===== config.mk =====
export PLATFORM = sky130hd
export DESIGN_NAME = uv_sphere_triangle_index_generator_unit
export DESIGN_NICKNAME = d
export VERILOG_FILES = /design/src/hdl/ustig_pkg.sv /design/src/hdl/uv_sphere_triangle_index_generator_unit.sv /design/src/hdl/ustig_seq.sv /design/src/hdl/ustig_out.sv
export SDC_FILE = /design/constraint.sdc
export NUM_CORES = 1
export LEC_CHECK = 0
export ABC_CLOCK_PERIOD_IN_PS = 8000
export BUFFER_PORTS_ARGS = -buffer_cell sky130_fd_sc_hd__buf_2
export CORE_ASPECT_RATIO = 1.5
export CORE_UTILIZATION = 50
export DETAILED_ROUTE_END_ITERATION = 16
export PLACE_DENSITY = 0.81
export SKIP_LAST_GASP = 1
export SLEW_MARGIN = 20
export SYNTH_ARGS = -nofsm -noshare
export SYNTH_HDL_FRONTEND = slang
export SYNTH_SLANG_ARGS = --single-unit

===== constraint.sdc =====
create_clock -name clk -period 8 [get_ports clk]
set_clock_uncertainty 0.05 [all_clocks]
set_input_delay 1.6 -clock clk [delete_from_list [all_inputs] [get_ports clk]]
set_output_delay 1.6 -clock clk [all_outputs]
set_load 0.1 [all_outputs]

===== src/hdl/ustig_pkg.sv =====
// Shared widths, register indexes and triangle types of the UV-sphere index generator.
package ustig_pkg;

  localparam int VERT_W     = 19;
  localparam int BASE_W     = 20;
  localparam int LON_CFG_W  = 11;
  localparam int LAT_CFG_W  = 10;
  localparam int CFG_DATA_W = 11;
  localparam int CFG_IDX_W  = 1;

  localparam logic [LON_CFG_W-1:0] LON_RESET = LON_CFG_W'(360);
  localparam logic [LAT_CFG_W-1:0] LAT_RESET = LAT_CFG_W'(180);

  typedef enum logic [CFG_IDX_W-1:0] {
    REG_LON_COUNT = 1'b0,
    REG_LAT_COUNT = 1'b1
  } cfg_reg_t;

  typedef struct packed {
    logic [VERT_W-1:0] first_vertex;
    logic [VERT_W-1:0] second_vertex;
    logic [VERT_W-1:0] third_vertex;
    logic              last_of_step;
    logic              mesh_done;
  } tri_t;

  // Everything one request produces: one or two triangles.
  typedef struct packed {
    tri_t first_tri;
    tri_t second_tri;
    logic two;
  } pair_t;

endpackage


===== src/hdl/uv_sphere_triangle_index_generator_unit.sv =====
// Top level of the UV-sphere triangle index generator.
// The block walks a latitude/longitude sphere mesh and emits vertex-index
// triangles. Each request on the in_ channel carries in_restart: 1 starts the
// mesh at band 0, column 0; 0 advances one column. A request gives one
// triangle in the polar caps and two in the middle bands, delivered one per
// transfer on the out_ channel with last_of_step on the final one and
// mesh_done on the very last triangle of the sphere.
// A request's triangles are registered in the result queue behind earlier ones.
// Requests are taken one per cycle while in_stall is low; the output gives one
// triangle per cycle without out_stall; middle-band requests are paced by the
// single triangle per output transfer. A two-entry result queue lets a new
// request enter while an earlier result waits; in_stall rises only when that
// queue is full, so a stalled receiver backs up to the input within two requests.
// lon_count and lat_count are written on the cfg_ port; the user must write them
// only while the block is idle, which it does not enforce. Reset sets them to 360
// and 180; until a restart, as after the mesh ends, requests give no triangles.
module uv_sphere_triangle_index_generator_unit import ustig_pkg::*; #(
  parameter int MAX_LON = 1024,
  parameter int MAX_LAT = 512
) (
  input  logic                  clk,
  input  logic                  rst_n,
  input  logic                  cfg_we,
  input  logic [CFG_IDX_W-1:0]  cfg_index,
  input  logic [CFG_DATA_W-1:0] cfg_wdata,
  input  logic                  in_valid,
  output logic                  in_stall,
  input  logic                  in_restart,
  output logic                  out_valid,
  input  logic                  out_stall,
  output logic [VERT_W-1:0]     out_first_vertex,
  output logic [VERT_W-1:0]     out_second_vertex,
  output logic [VERT_W-1:0]     out_third_vertex,
  output logic                  out_last_of_step,
  output logic                  out_mesh_done
);

  logic [LON_CFG_W-1:0] lon_count_r, lon_count_nxt;
  logic [LAT_CFG_W-1:0] lat_count_r, lat_count_nxt;
  logic                 req_take;
  logic                 push;
  logic                 full;
  pair_t                pair;
  tri_t                 out_tri;

  always_comb begin
    lon_count_nxt = lon_count_r;
    lat_count_nxt = lat_count_r;
    if (cfg_we) begin
      unique case (cfg_reg_t'(cfg_index))
        REG_LON_COUNT: lon_count_nxt = cfg_wdata[LON_CFG_W-1:0];
        REG_LAT_COUNT: lat_count_nxt = cfg_wdata[LAT_CFG_W-1:0];
        default: ;
      endcase
    end
  end

  always_ff @(posedge clk) begin
    if (!rst_n) begin
      lon_count_r <= LON_RESET;
      lat_count_r <= LAT_RESET;
    end else begin
      lon_count_r <= lon_count_nxt;
      lat_count_r <= lat_count_nxt;
    end
  end

  assign in_stall = full;
  assign req_take = in_valid && !full;

  ustig_seq #(
    .MAX_LON(MAX_LON),
    .MAX_LAT(MAX_LAT)
  ) u_seq (
    .clk        (clk),
    .rst_n      (rst_n),
    .lon_count  (lon_count_r),
    .lat_count  (lat_count_r),
    .req_take   (req_take),
    .req_restart(in_restart),
    .push       (push),
    .pair       (pair)
  );

  ustig_out u_out (
    .clk      (clk),
    .rst_n    (rst_n),
    .push     (push),
    .pair_in  (pair),
    .full     (full),
    .out_valid(out_valid),
    .out_stall(out_stall),
    .out_tri  (out_tri)
  );

  assign out_first_vertex  = out_tri.first_vertex;
  assign out_second_vertex = out_tri.second_vertex;
  assign out_third_vertex  = out_tri.third_vertex;
  assign out_last_of_step  = out_tri.last_of_step;
  assign out_mesh_done     = out_tri.mesh_done;

endmodule


===== src/hdl/ustig_seq.sv =====
// Mesh position sequencer: band/column counters, ring bases and triangle formation.
module ustig_seq import ustig_pkg::*; #(
  parameter int MAX_LON = 1024,
  parameter int MAX_LAT = 512
) (
  input  logic                 clk,
  input  logic                 rst_n,
  input  logic [LON_CFG_W-1:0] lon_count,
  input  logic [LAT_CFG_W-1:0] lat_count,
  input  logic                 req_take,
  input  logic                 req_restart,
  output logic                 push,
  output pair_t                pair
);

  localparam int COL_W  = $clog2(MAX_LON);
  localparam int BAND_W = $clog2(MAX_LAT);
  localparam int LON_NW = $clog2(MAX_LON + 1);
  localparam int LAT_NW = $clog2(MAX_LAT + 1);
  localparam int LON_VW = (LON_NW > LON_CFG_W) ? LON_NW : LON_CFG_W;
  localparam int LAT_VW = (LAT_NW > LAT_CFG_W) ? LAT_NW : LAT_CFG_W;

  localparam logic [LON_VW-1:0] LON_MIN = LON_VW'(3);
  localparam logic [LON_VW-1:0] LON_MAX = LON_VW'(MAX_LON);
  localparam logic [LAT_VW-1:0] LAT_MIN = LAT_VW'(2);
  localparam logic [LAT_VW-1:0] LAT_MAX = LAT_VW'(MAX_LAT);

  logic [BAND_W-1:0] band_r, band_nxt;
  logic [COL_W-1:0]  col_r, col_nxt;
  logic [BASE_W-1:0] up_base_r, up_base_nxt;
  logic [BASE_W-1:0] lo_base_r, lo_base_nxt;
  logic              finished_r, finished_nxt;

  logic [LON_VW-1:0] lon_raw, eff_lon, col_inc;
  logic [LAT_VW-1:0] lat_raw, eff_lat, band_inc;
  logic [BAND_W-1:0] band_cur;
  logic [COL_W-1:0]  col_cur;
  logic [BASE_W-1:0] up_cur, lo_cur, up_l, up_rgt, lo_l, lo_rgt, lon_ext;
  logic              last_col, last_band;

  // Registers are read live and clamped to the supported range.
  always_comb begin
    lon_raw = LON_VW'(lon_count);
    lat_raw = LAT_VW'(lat_count);
    if (lon_raw < LON_MIN) begin
      eff_lon = LON_MIN;
    end else if (lon_raw > LON_MAX) begin
      eff_lon = LON_MAX;
    end else begin
      eff_lon = lon_raw;
    end
    if (lat_raw < LAT_MIN) begin
      eff_lat = LAT_MIN;
    end else if (lat_raw > LAT_MAX) begin
      eff_lat = LAT_MAX;
    end else begin
      eff_lat = lat_raw;
    end
  end

  always_comb begin
    // A restart request works on the first position directly.
    band_cur = req_restart ? '0 : band_r;
    col_cur  = req_restart ? '0 : col_r;
    up_cur   = req_restart ? '0 : up_base_r;
    lo_cur   = req_restart ? BASE_W'(1) : lo_base_r;

    col_inc   = LON_VW'(col_cur) + LON_VW'(1);
    band_inc  = LAT_VW'(band_cur) + LAT_VW'(1);
    last_col  = (col_inc >= eff_lon);
    last_band = (band_inc >= eff_lat);
    lon_ext   = BASE_W'(eff_lon);

    up_l   = up_cur + BASE_W'(col_cur);
    lo_l   = lo_cur + BASE_W'(col_cur);
    up_rgt = last_col ? up_cur : up_l + BASE_W'(1);
    lo_rgt = last_col ? lo_cur : lo_l + BASE_W'(1);

    push = req_take && (req_restart || !finished_r);

    pair = '0;
    if (band_cur == '0) begin
      pair.first_tri.first_vertex  = '0;
      pair.first_tri.second_vertex = lo_l[VERT_W-1:0];
      pair.first_tri.third_vertex  = lo_rgt[VERT_W-1:0];
      pair.first_tri.last_of_step  = 1'b1;
      pair.first_tri.mesh_done     = last_col && last_band;
    end else if (last_band) begin
      pair.first_tri.first_vertex  = lo_cur[VERT_W-1:0];
      pair.first_tri.second_vertex = up_l[VERT_W-1:0];
      pair.first_tri.third_vertex  = up_rgt[VERT_W-1:0];
      pair.first_tri.last_of_step  = 1'b1;
      pair.first_tri.mesh_done     = last_col;
    end else begin
      pair.two                      = 1'b1;
      pair.first_tri.first_vertex   = up_l[VERT_W-1:0];
      pair.first_tri.second_vertex  = lo_l[VERT_W-1:0];
      pair.first_tri.third_vertex   = lo_rgt[VERT_W-1:0];
      pair.second_tri.first_vertex  = up_l[VERT_W-1:0];
      pair.second_tri.second_vertex = lo_rgt[VERT_W-1:0];
      pair.second_tri.third_vertex  = up_rgt[VERT_W-1:0];
      pair.second_tri.last_of_step  = 1'b1;
    end

    band_nxt     = band_r;
    col_nxt      = col_r;
    up_base_nxt  = up_base_r;
    lo_base_nxt  = lo_base_r;
    finished_nxt = finished_r;
    if (push) begin
      band_nxt     = band_cur;
      up_base_nxt  = up_cur;
      lo_base_nxt  = lo_cur;
      finished_nxt = 1'b0;
      if (last_col) begin
        col_nxt = '0;
        if (last_band) begin
          finished_nxt = 1'b1;
        end else begin
          up_base_nxt = (band_cur == '0) ? BASE_W'(1) : up_cur + lon_ext;
          lo_base_nxt = lo_cur + lon_ext;
          band_nxt    = band_inc[BAND_W-1:0];
        end
      end else begin
        col_nxt = col_inc[COL_W-1:0];
      end
    end
  end

  always_ff @(posedge clk) begin
    if (!rst_n) begin
      band_r     <= '0;
      col_r      <= '0;
      up_base_r  <= '0;
      lo_base_r  <= BASE_W'(1);
      finished_r <= 1'b1;
    end else begin
      band_r     <= band_nxt;
      col_r      <= col_nxt;
      up_base_r  <= up_base_nxt;
      lo_base_r  <= lo_base_nxt;
      finished_r <= finished_nxt;
    end
  end

endmodule


===== src/hdl/ustig_out.sv =====
// Two-entry result queue that hands out the triangles of each request one at a time.
module ustig_out import ustig_pkg::*; (
  input  logic  clk,
  input  logic  rst_n,
  input  logic  push,
  input  pair_t pair_in,
  output logic  full,
  output logic  out_valid,
  input  logic  out_stall,
  output tri_t  out_tri
);

  pair_t       entry_r [2];
  logic        wr_ptr_r, wr_ptr_nxt;
  logic        rd_ptr_r, rd_ptr_nxt;
  logic [1:0]  count_r, count_nxt;
  logic        sub_r, sub_nxt;
  pair_t       head;
  logic        pop_tri, pop_entry;

  always_comb begin
    head      = entry_r[rd_ptr_r];
    out_valid = (count_r != 2'd0);
    full      = (count_r == 2'd2);
    out_tri   = sub_r ? head.second_tri : head.first_tri;
    pop_tri   = out_valid && !out_stall;
    pop_entry = pop_tri && (sub_r || !head.two);

    wr_ptr_nxt = push ? ~wr_ptr_r : wr_ptr_r;
    rd_ptr_nxt = pop_entry ? ~rd_ptr_r : rd_ptr_r;
    count_nxt  = count_r + {1'b0, push} - {1'b0, pop_entry};
    if (pop_entry) begin
      sub_nxt = 1'b0;
    end else if (pop_tri) begin
      sub_nxt = 1'b1;
    end else begin
      sub_nxt = sub_r;
    end
  end

  always_ff @(posedge clk) begin
    if (push) begin
      entry_r[wr_ptr_r] <= pair_in;
    end
  end

  always_ff @(posedge clk) begin
    if (!rst_n) begin
      wr_ptr_r <= 1'b0;
      rd_ptr_r <= 1'b0;
      count_r  <= 2'd0;
      sub_r    <= 1'b0;
    end else begin
      wr_ptr_r <= wr_ptr_nxt;
      rd_ptr_r <= rd_ptr_nxt;
      count_r  <= count_nxt;
      sub_r    <= sub_nxt;
    end
  end

endmodule


==> summary.md, run 1 <==
| Metric | Value |
|---|---|
| Outcome | completed |
| Die Ht | 232.5 um |
| Pin count of the biggest net entering global routing | 83 |
| Clock transition at path regs | 70 ps |
| Vias per inst | 6.148 |
| CTS tree | done |
| Max-Cap Viols | 0 |
| Initial antenna violation count | 0 |
| Yosys warns | 0 |
| Min Tclk post-route | 5734 ps |
| Setup crit end kind | flip-flop |
| Overflow after GRT | 0 |
| Synth unique cells | 87 |
| CP max FO | 68 |
| TNS Setup | 0 ps |
| H-tree Lvls | 1 |
| Mapped Avg Cell Area | 10.67 um2 |
| FMAX | 0.1744 GHz |
| Crit. Startpoint | in_restart |
| Worst Setup Start Kind | primary input |
| CORE AREA | 35000 um2 |
| DR WL/cell | 20.50 um |
| Vias in the first global route | 13.36k |
| Fin nets | 1782 |
| # setup viols final | 0 |
| Max-slew headroom | 35.23% |
| R2R Setup Slk | 3250 ps |
| Clock Sinks | 319 |
| Synth Register Bits | 319 |
| Top FF cell, synth | edfxtp_1 |
| Fin crit share | 71.67% |
| Drt first-iter violations | 1106 |
| Register area | 8733 um2 |
| Syn Inst Count | 1659 |
| CP arrival | 6000 ps |
| Worst Slack Setup Final | 2266 ps |
| DRT Wirelength | 45030 um |
| Switching part of the total | 38.67% |
| Ranking of synthesized cells by area | edfxtp_1 40%, dfxtp_1 9.6%, mux4_2 7.2% |
| HP Start | u_seq.lo_base_r[9] |
| Via count | 13.51k |
| Synth area leader | edfxtp_1 |
| Leakage power | 7.050 nW |
| GP Congestion | 0.9457 |
| RSZ-0062 raised after global routing | false |
| VDD IR-drop max | 0.1930 mV |
| Die footprint | 36190 um2 |
| WHS | 420.6 ps |
| DPL Wire Length | 32230 um |
| Hold WC Path Type | flip-flop to flip-flop |
| Crit Path Class | primary input to flip-flop |
| Comb power frac | 31.3% |
| Post-synth EDFFs | 234 |
| Worst slew pin tran | 971.6 ps |
| Synth top area share | 39.68% |
| CTS Hold Bufs | 0 |
| IO Count | 79 |
| Total power divided by cell area | 254.3 nW/um2 |
| Fraction of layout cells with a size suffix above 1 | 13.75% |
| Post-CTS Repair Setup Buffers | 0 |
| Worst slack, placed | 1785 ps |
| Routed Antenna Nets | 0 |
| Post-CTS sizing | 0 |
| Number of antenna diodes | 0 |
| Cell Int Power | 0.003037 W |
| First-pass GRT wire length | 70410 um |
| Register area share after synthesis | 49.29% |
| Die outline width | 155.7 um |
| Final Hold Vio Count | 0 |
| Asr flop ratio synth | 0% |
| Worst r2r src | lon_count_r[6] |
| Overall Global Routing Usage | 24.82% |
| Clock root buffer | clkbuf_16 |
| Longest Clk Path Bufs | 3 |
| Mapped cell area | 17710 um2 |
| IO buf count | 78 |
| Synth Net Count | 1739 |
| Initial Util | 50.59% |
| Reg power frac | 41.2% |
| Final Slew Violations | 0 |
| Tot Pwr | 0.004953 W |
| Row cnt | 84 |
| Clock share of power | 27.6% |
| Net switching power | 0.001915 W |
| Fill cells | 2947 |
| Drt first pass iters | 6 |
| Residual DRC | 0 |
| Num CTS Buffers | 29 |
| Clk_lat worst skew | 570 ps |
| Area occupied by multi-input gates | 8473 um2 |
| Synth-to-Final Area Change | 10.01% |
| Worst endpoint required time | 8260 ps |
power by group through the flow:
| stage | logic (W) | clock network (W) | registers [W] |
|---|---|---|---|
| after floorplan | 0.00137 | 0 | 0.00203 |
| after global placement | 0.00155 | 0 | 0.00206 |
| after detailed placement | 0.00156 | 0 | 0.00208 |
| after CTS | 0.00156 | 0.00138 | 0.00204 |
| after global routing | 0.00161 | 0.00144 | 0.00206 |
| final | 0.00155 | 0.00136 | 0.00204 |
logic make-up after synthesis:
| family | count (synthesis) | synth area share (%) |
|---|---|---|
| flops | 319 | 49.29 |
| compound gates | 316 | 11.80 |
| mux | 83 | 8.762 |
| xor+xnor | 103 | 5.137 |
| fa+ha+maj | 63 | 4.522 |
| simple gates | 639 | 17.55 |
| buf+inv | 136 | 2.939 |
through the flow:
step                      cell area [um2]  cells  utilization [%]
after floorplan                     17710   1659                -
after global placement              18560   2144            53.02
after detailed placement            18560   2144            53.02
after CTS                           19480   2197            55.66
after global routing                19480   2197            55.66
final                               19480   2197            55.66
cells in the final DEF, fill, tap and decap left out, types with 7 or more instances in the layout:
cell	n
a22oi_1	17
and2_1	19
nand2_1	189
a21o_1	23
nor2b_1	50
nand3b_1	7
buf_4	24
o211ai_1	10
or3_1	11
buf_2	78
nand4_1	8
a21oi_1	98
o21ai_0	56
nor4_1	14
ha_1	60
o21bai_1	7
edfxtp_1	234
nand3_1	60
inv_1	41
nand2b_1	27
xor2_1	31
dfxtp_1	83
mux2i_1	23
mux4_2	57
a211oi_1	15
nor3_1	34
clkbuf_16	29
o22ai_1	9
clkbuf_1	8
o21a_1	7
xnor2_1	71
nor2_1	170
and3_1	11
synthesized netlist by cell type, types with 27 or more instances:
cell type,instances
xor2_1,31
nand2b_1,27
xnor2_1,71
ha_1,60
inv_1,43
nor3_1,34
nor2b_1,50
clkbuf_1,65
edfxtp_1,234
a21oi_1,98
o21ai_0,57
nand3_1,60
dfxtp_1,85
nor2_1,172
mux4_2,57
nand2_1,190
registers in the layout (all words and copies together), names as in the netlist, named ones only:
signal            count
u_seq.finished_r      1
u_out.entry_r       234
u_seq.lo_base_r      19
u_out.wr_ptr_r        1
u_out.count_r         2
u_seq.up_base_r      19
u_out.rd_ptr_r        1
u_out.sub_r           1
u_seq.band_r          9
lon_count_r          11
lat_count_r          10
u_seq.col_r          10
critical path, stage by stage:
cell and delay [ps]:
buf_2 110, buf_4 570, nor2b_1 260, and2_1 230, ha_1 220, a21o_1 190, o221a_2 140, o31a_1 300
a21oi_1 350, and4bb_2 360, nand3_1 150, nor4_2 650, nand2_1 140, xor2_1 180, a221oi_1 490
path summary, 6_finish.rpt:
check	to	depth (start not counted)
min reg2reg	u_seq.lo_base_r[9]	2
max	u_out.entry_r[1][77]	15
min	u_seq.lo_base_r[9]	2
max reg2reg	u_seq.up_base_r[16]	15
metal layers:
| layer | share of wire, % | GRT usage, % |
|---|---|---|
| met1 | 39 | 30.16 |
| met2 | 51 | 44.38 |
| met3 | 6.0 | 2.514 |
| met4 | 4.0 | 10.88 |
| met5 | 0 | 0 |
layout make-up:
class | instances | share of cell area, %
well taps | 473 | 3.038
clock inverters | 14 | 0.7130
multi-input cells | 1204 | 43.50
repair buffers | 103 | 3.032
clock buffers | 39 | 4.021
inverters | 45 | 0.8671
flip-flops and latches | 319 | 44.83
Note: power is estimated with default switching activity, not from simulation.
==> inputs of run 2 (changes only) <==
- ABC_CLOCK_PERIOD_IN_PS: 8000 -> 5200
- clock period: 8 -> 5.2 ns (I/O delays scaled with it)
==> run 2 against run 1 <==
  * Combinational power rose by 56%
  * Die area did not move
  * Cell area rose by 2.8%
  * Worst setup slack got worse by 1700 ps
  * Via count rose by 0.76%
  * Critical endpoint is now u_seq.lo_base_r[18]
  * Sequential power rose by 54%
  * Critical path depth rose by 4
  * Non-clock buffer count rose by 40
  * Highest routed layer unchanged
  * Register-to-register slack got worse by 2500 ps
==> summary.md, run 2 (synthesized netlist as in run 1, its figures left out) <==
| Metric | Value |
|---|---|
| Outcome | completed |
| # setup viols final | 0 (unchanged) |
| Final Hold Vio Count | 0 (unchanged) |
| Cell Int Power | 0.004891 W (+61%) |
| Comb power frac | 30.7% (-0.6 points) |
| Switching part of the total | 38.05% (-0.63 points) |
| Drt first pass iters | 6 (unchanged) |
| Most frequent cells in the layout | 234 x edfxtp_1, 189 x nand2_1, 168 x nor2_1, 96 x a21oi_1, 83 x dfxtp_1 |
| CP arrival | 5030 ps (-970 ps) |
| Row cnt | 84 (unchanged) |
| Max-Cap Viols | 0 (unchanged) |
| Crit Path Class | primary input to flip-flop |
| Leakage power | 7.363 nW (+4.4%) |
| Max-slew headroom | 43.75% (+8.5 points) |
| Min Tclk post-route | 4637 ps |
| Hold WC Path Type | flip-flop to flip-flop |
| DR WL/cell | 20.18 um (-1.6%) |
| Commonest non-fill, non-tap cell in the layout | edfxtp_1 |
| Post-CTS Repair Setup Buffers | 0 (unchanged) |
| Num CTS Buffers | 30 (+3.4%) |
| VDD IR-drop max | 0.2991 mV (+55%) |
| Clock Sinks | 319 (unchanged) |
| Die outline width | 155.7 um (unchanged) |
| Worst slew pin tran | 843.8 ps (-127.8 ps) |
| Clock share of power | 29.5% (+1.9 points) |
| Routed Antenna Nets | 0 (unchanged) |
| Drt first-iter violations | 1313 (+19%) |
| Die Ht | 232.5 um (unchanged) |
| Fraction of layout cells with a size suffix above 1 | 16.53% (+2.8 points) |
| Initial Util | 50.59% (unchanged) |
| Synth-to-Final Area Change | 13.14% |
| Pin count of the biggest net entering global routing | 61 (-27%) |
| Fill cells | 2860 (-3.0%) |
| CP Buf/Inv Count | 3 (+1) |
| Vias in the first global route | 13.45k (+0.69%) |
| Longest Clk Path Bufs | 3 (unchanged) |
| Clock transition at path regs | 70 ps (about the same) |
| Via count | 13.61k (+0.76%) |
| CTS Hold Bufs | 0 (unchanged) |
| Worst path cell trace | buf_4, nand2b_1, inv_1, ha_2, and3_4, and3_4, xnor2_1, ha_1, o21ai_0, a21oi_1, o31ai_1, nand2_1, a31o_2, buf_4, a21oi_2, nand2_1, nor4_1, xor2_1, nor2_1 |
| Final Slew Violations | 0 (unchanged) |
| Overflow after GRT | 0 (unchanged) |
| IO buf count | 78 (unchanged) |
| DPL Wire Length | 32810 um (+1.8%) |
| CP peak stage delay | 570 ps (-80 ps) |
| CORE AREA | 35000 um2 (unchanged) |
| RSZ-0062 raised after global routing | false |
| Residual DRC | 0 (unchanged) |
| IO Count | 79 (unchanged) |
| CTS tree | done |
| Critical-path top delay cell | nor4_1 |
| Dpl cells | 2184 (+1.9%) |
| Worst Setup Start Kind | primary input |
| Initial antenna violation count | 0 (unchanged) |
| Setup crit end kind | flip-flop |
| Die footprint | 36190 um2 (unchanged) |
| DRT Wirelength | 45180 um (+0.32%) |
| Biggest register | u_out.entry_r |
| Total power divided by cell area | 394.1 nW/um2 (+55%) |
| Number of antenna diodes | 0 (unchanged) |
| Clock root buffer | clkbuf_16 |
| Post-CTS sizing | 0 (unchanged) |
| H-tree Lvls | 1 (unchanged) |
| Vias per inst | 6.079 (-1.1%) |
| First-pass GRT wire length | 71630 um (+1.7%) |
| Finished Layout Cells | 2239 (+1.9%) |
| FMAX | 0.2157 GHz |
| CP max FO | 43 (-37%) |
| TNS Setup | 0 ps (unchanged) |
| Worst endpoint required time | 5590 ps (-2670 ps) |
| Clk_lat worst skew | 580 ps (about the same) |
| Fin nets | 1823 (+2.3%) |
| Net switching power | 0.003004 W (+57%) |
| Max FFs per register | 234 (unchanged) |
| Reg power frac | 39.8% (-1.4 points) |
| Overall Global Routing Usage | 25.34% (+0.53 points) |
| Regs by FF count | u_out.entry_r x234, u_seq.lo_base_r x19, u_seq.up_base_r x19 |
| GP Congestion | 0.9143 (-3.3%) |
| Fin crit share | 89.17% |
| Cell family with most CP delay | simple AND/OR/NAND/NOR gates |
-- run 2: cell count changes in the layout (fill, tap and decap cells not counted), moves of 3 or more --
cell	before	now
buf_4	24	59
clkbuf_1	8	1
buf_12	1	7
clkinv_1	6	10
bufinv_16	2	5
inv_6	2	5
-- run 2: routing by layer --
metal,vias to the layer above,track usage (%),wire length (um)
met2,612,44.16,23050
met3,136,2.831,3068
met4,0,11.12,1822
li1,6290,-,-
met1,6572,31.65,17240
met5,-,0,0
-- run 2: worst reg2reg max path, cell delays in order (launching register included) --
cell	delay, ps
dfxtp_1	680
nand4_1	240
nor3b_1	380
and3_1	300
nand3_1	110
xor2_1	140
nor2_1	70
ha_1	330
nand3_1	70
a21oi_1	130
o21ai_0	230
and2_2	450
nor3_4	280
o211ai_1	310
o311ai_0	460
a21oi_1	110
-- run 2: power by group through the flow --
| stage | clock network, W | logic (W) | registers, W |
|---|---|---|---|
| 2_1_floorplan | 0 | 0.00211 | 0.00311 |
| 3_3_place_gp | 0 | 0.00241 | 0.00318 |
| 3_5_place_dp | 0 | 0.00243 | 0.00321 |
| 4_1_cts | 0.00236 | 0.00244 | 0.00315 |
| 5_1_grt | 0.00245 | 0.00252 | 0.00317 |
| 6_report | 0.00233 | 0.00242 | 0.00315 |
-- run 2: layout make-up --
cell class / instances / area [um2] / area share [%]
tap: 473 / 591.8 / 2.954
inverter: 45 / 168.9 / 0.8432
clock inverter: 23 / 262.8 / 1.312
timing repair buffer: 143 / 968.4 / 4.834
clock buffer: 32 / 779.5 / 3.891
multi-input combinational: 1204 / 8528 / 42.57
sequential: 319 / 8733 / 43.59
-- run 2: path summary, 6_finish.rpt --
kind	start	cells after the start	endpoint	slack (ps)
setup / recovery	in_restart	19	u_seq.lo_base_r[18]	560
hold / removal	lon_count_r[1]	2	lon_count_r[1]	410
hold reg to reg	lon_count_r[1]	2	lon_count_r[1]	410
setup reg to reg	u_seq.col_r[3]	15	u_seq.lo_base_r[13]	710
-- run 2: through the flow --
step,setup WS [ps],cell area [um2],hold WS (ps),power (W),util [%]
after detailed placement,4.333,18990,402.6,0.005638,54.26
after global routing,265.3,20030,438.5,0.008140,57.24
after floorplan,-5.170,17850,381.5,0.005225,-
after CTS,578.9,20030,411.3,0.007951,57.24
after global placement,204.5,18990,400.8,0.005593,54.26
final,562.9,20030,409.4,0.007895,57.24
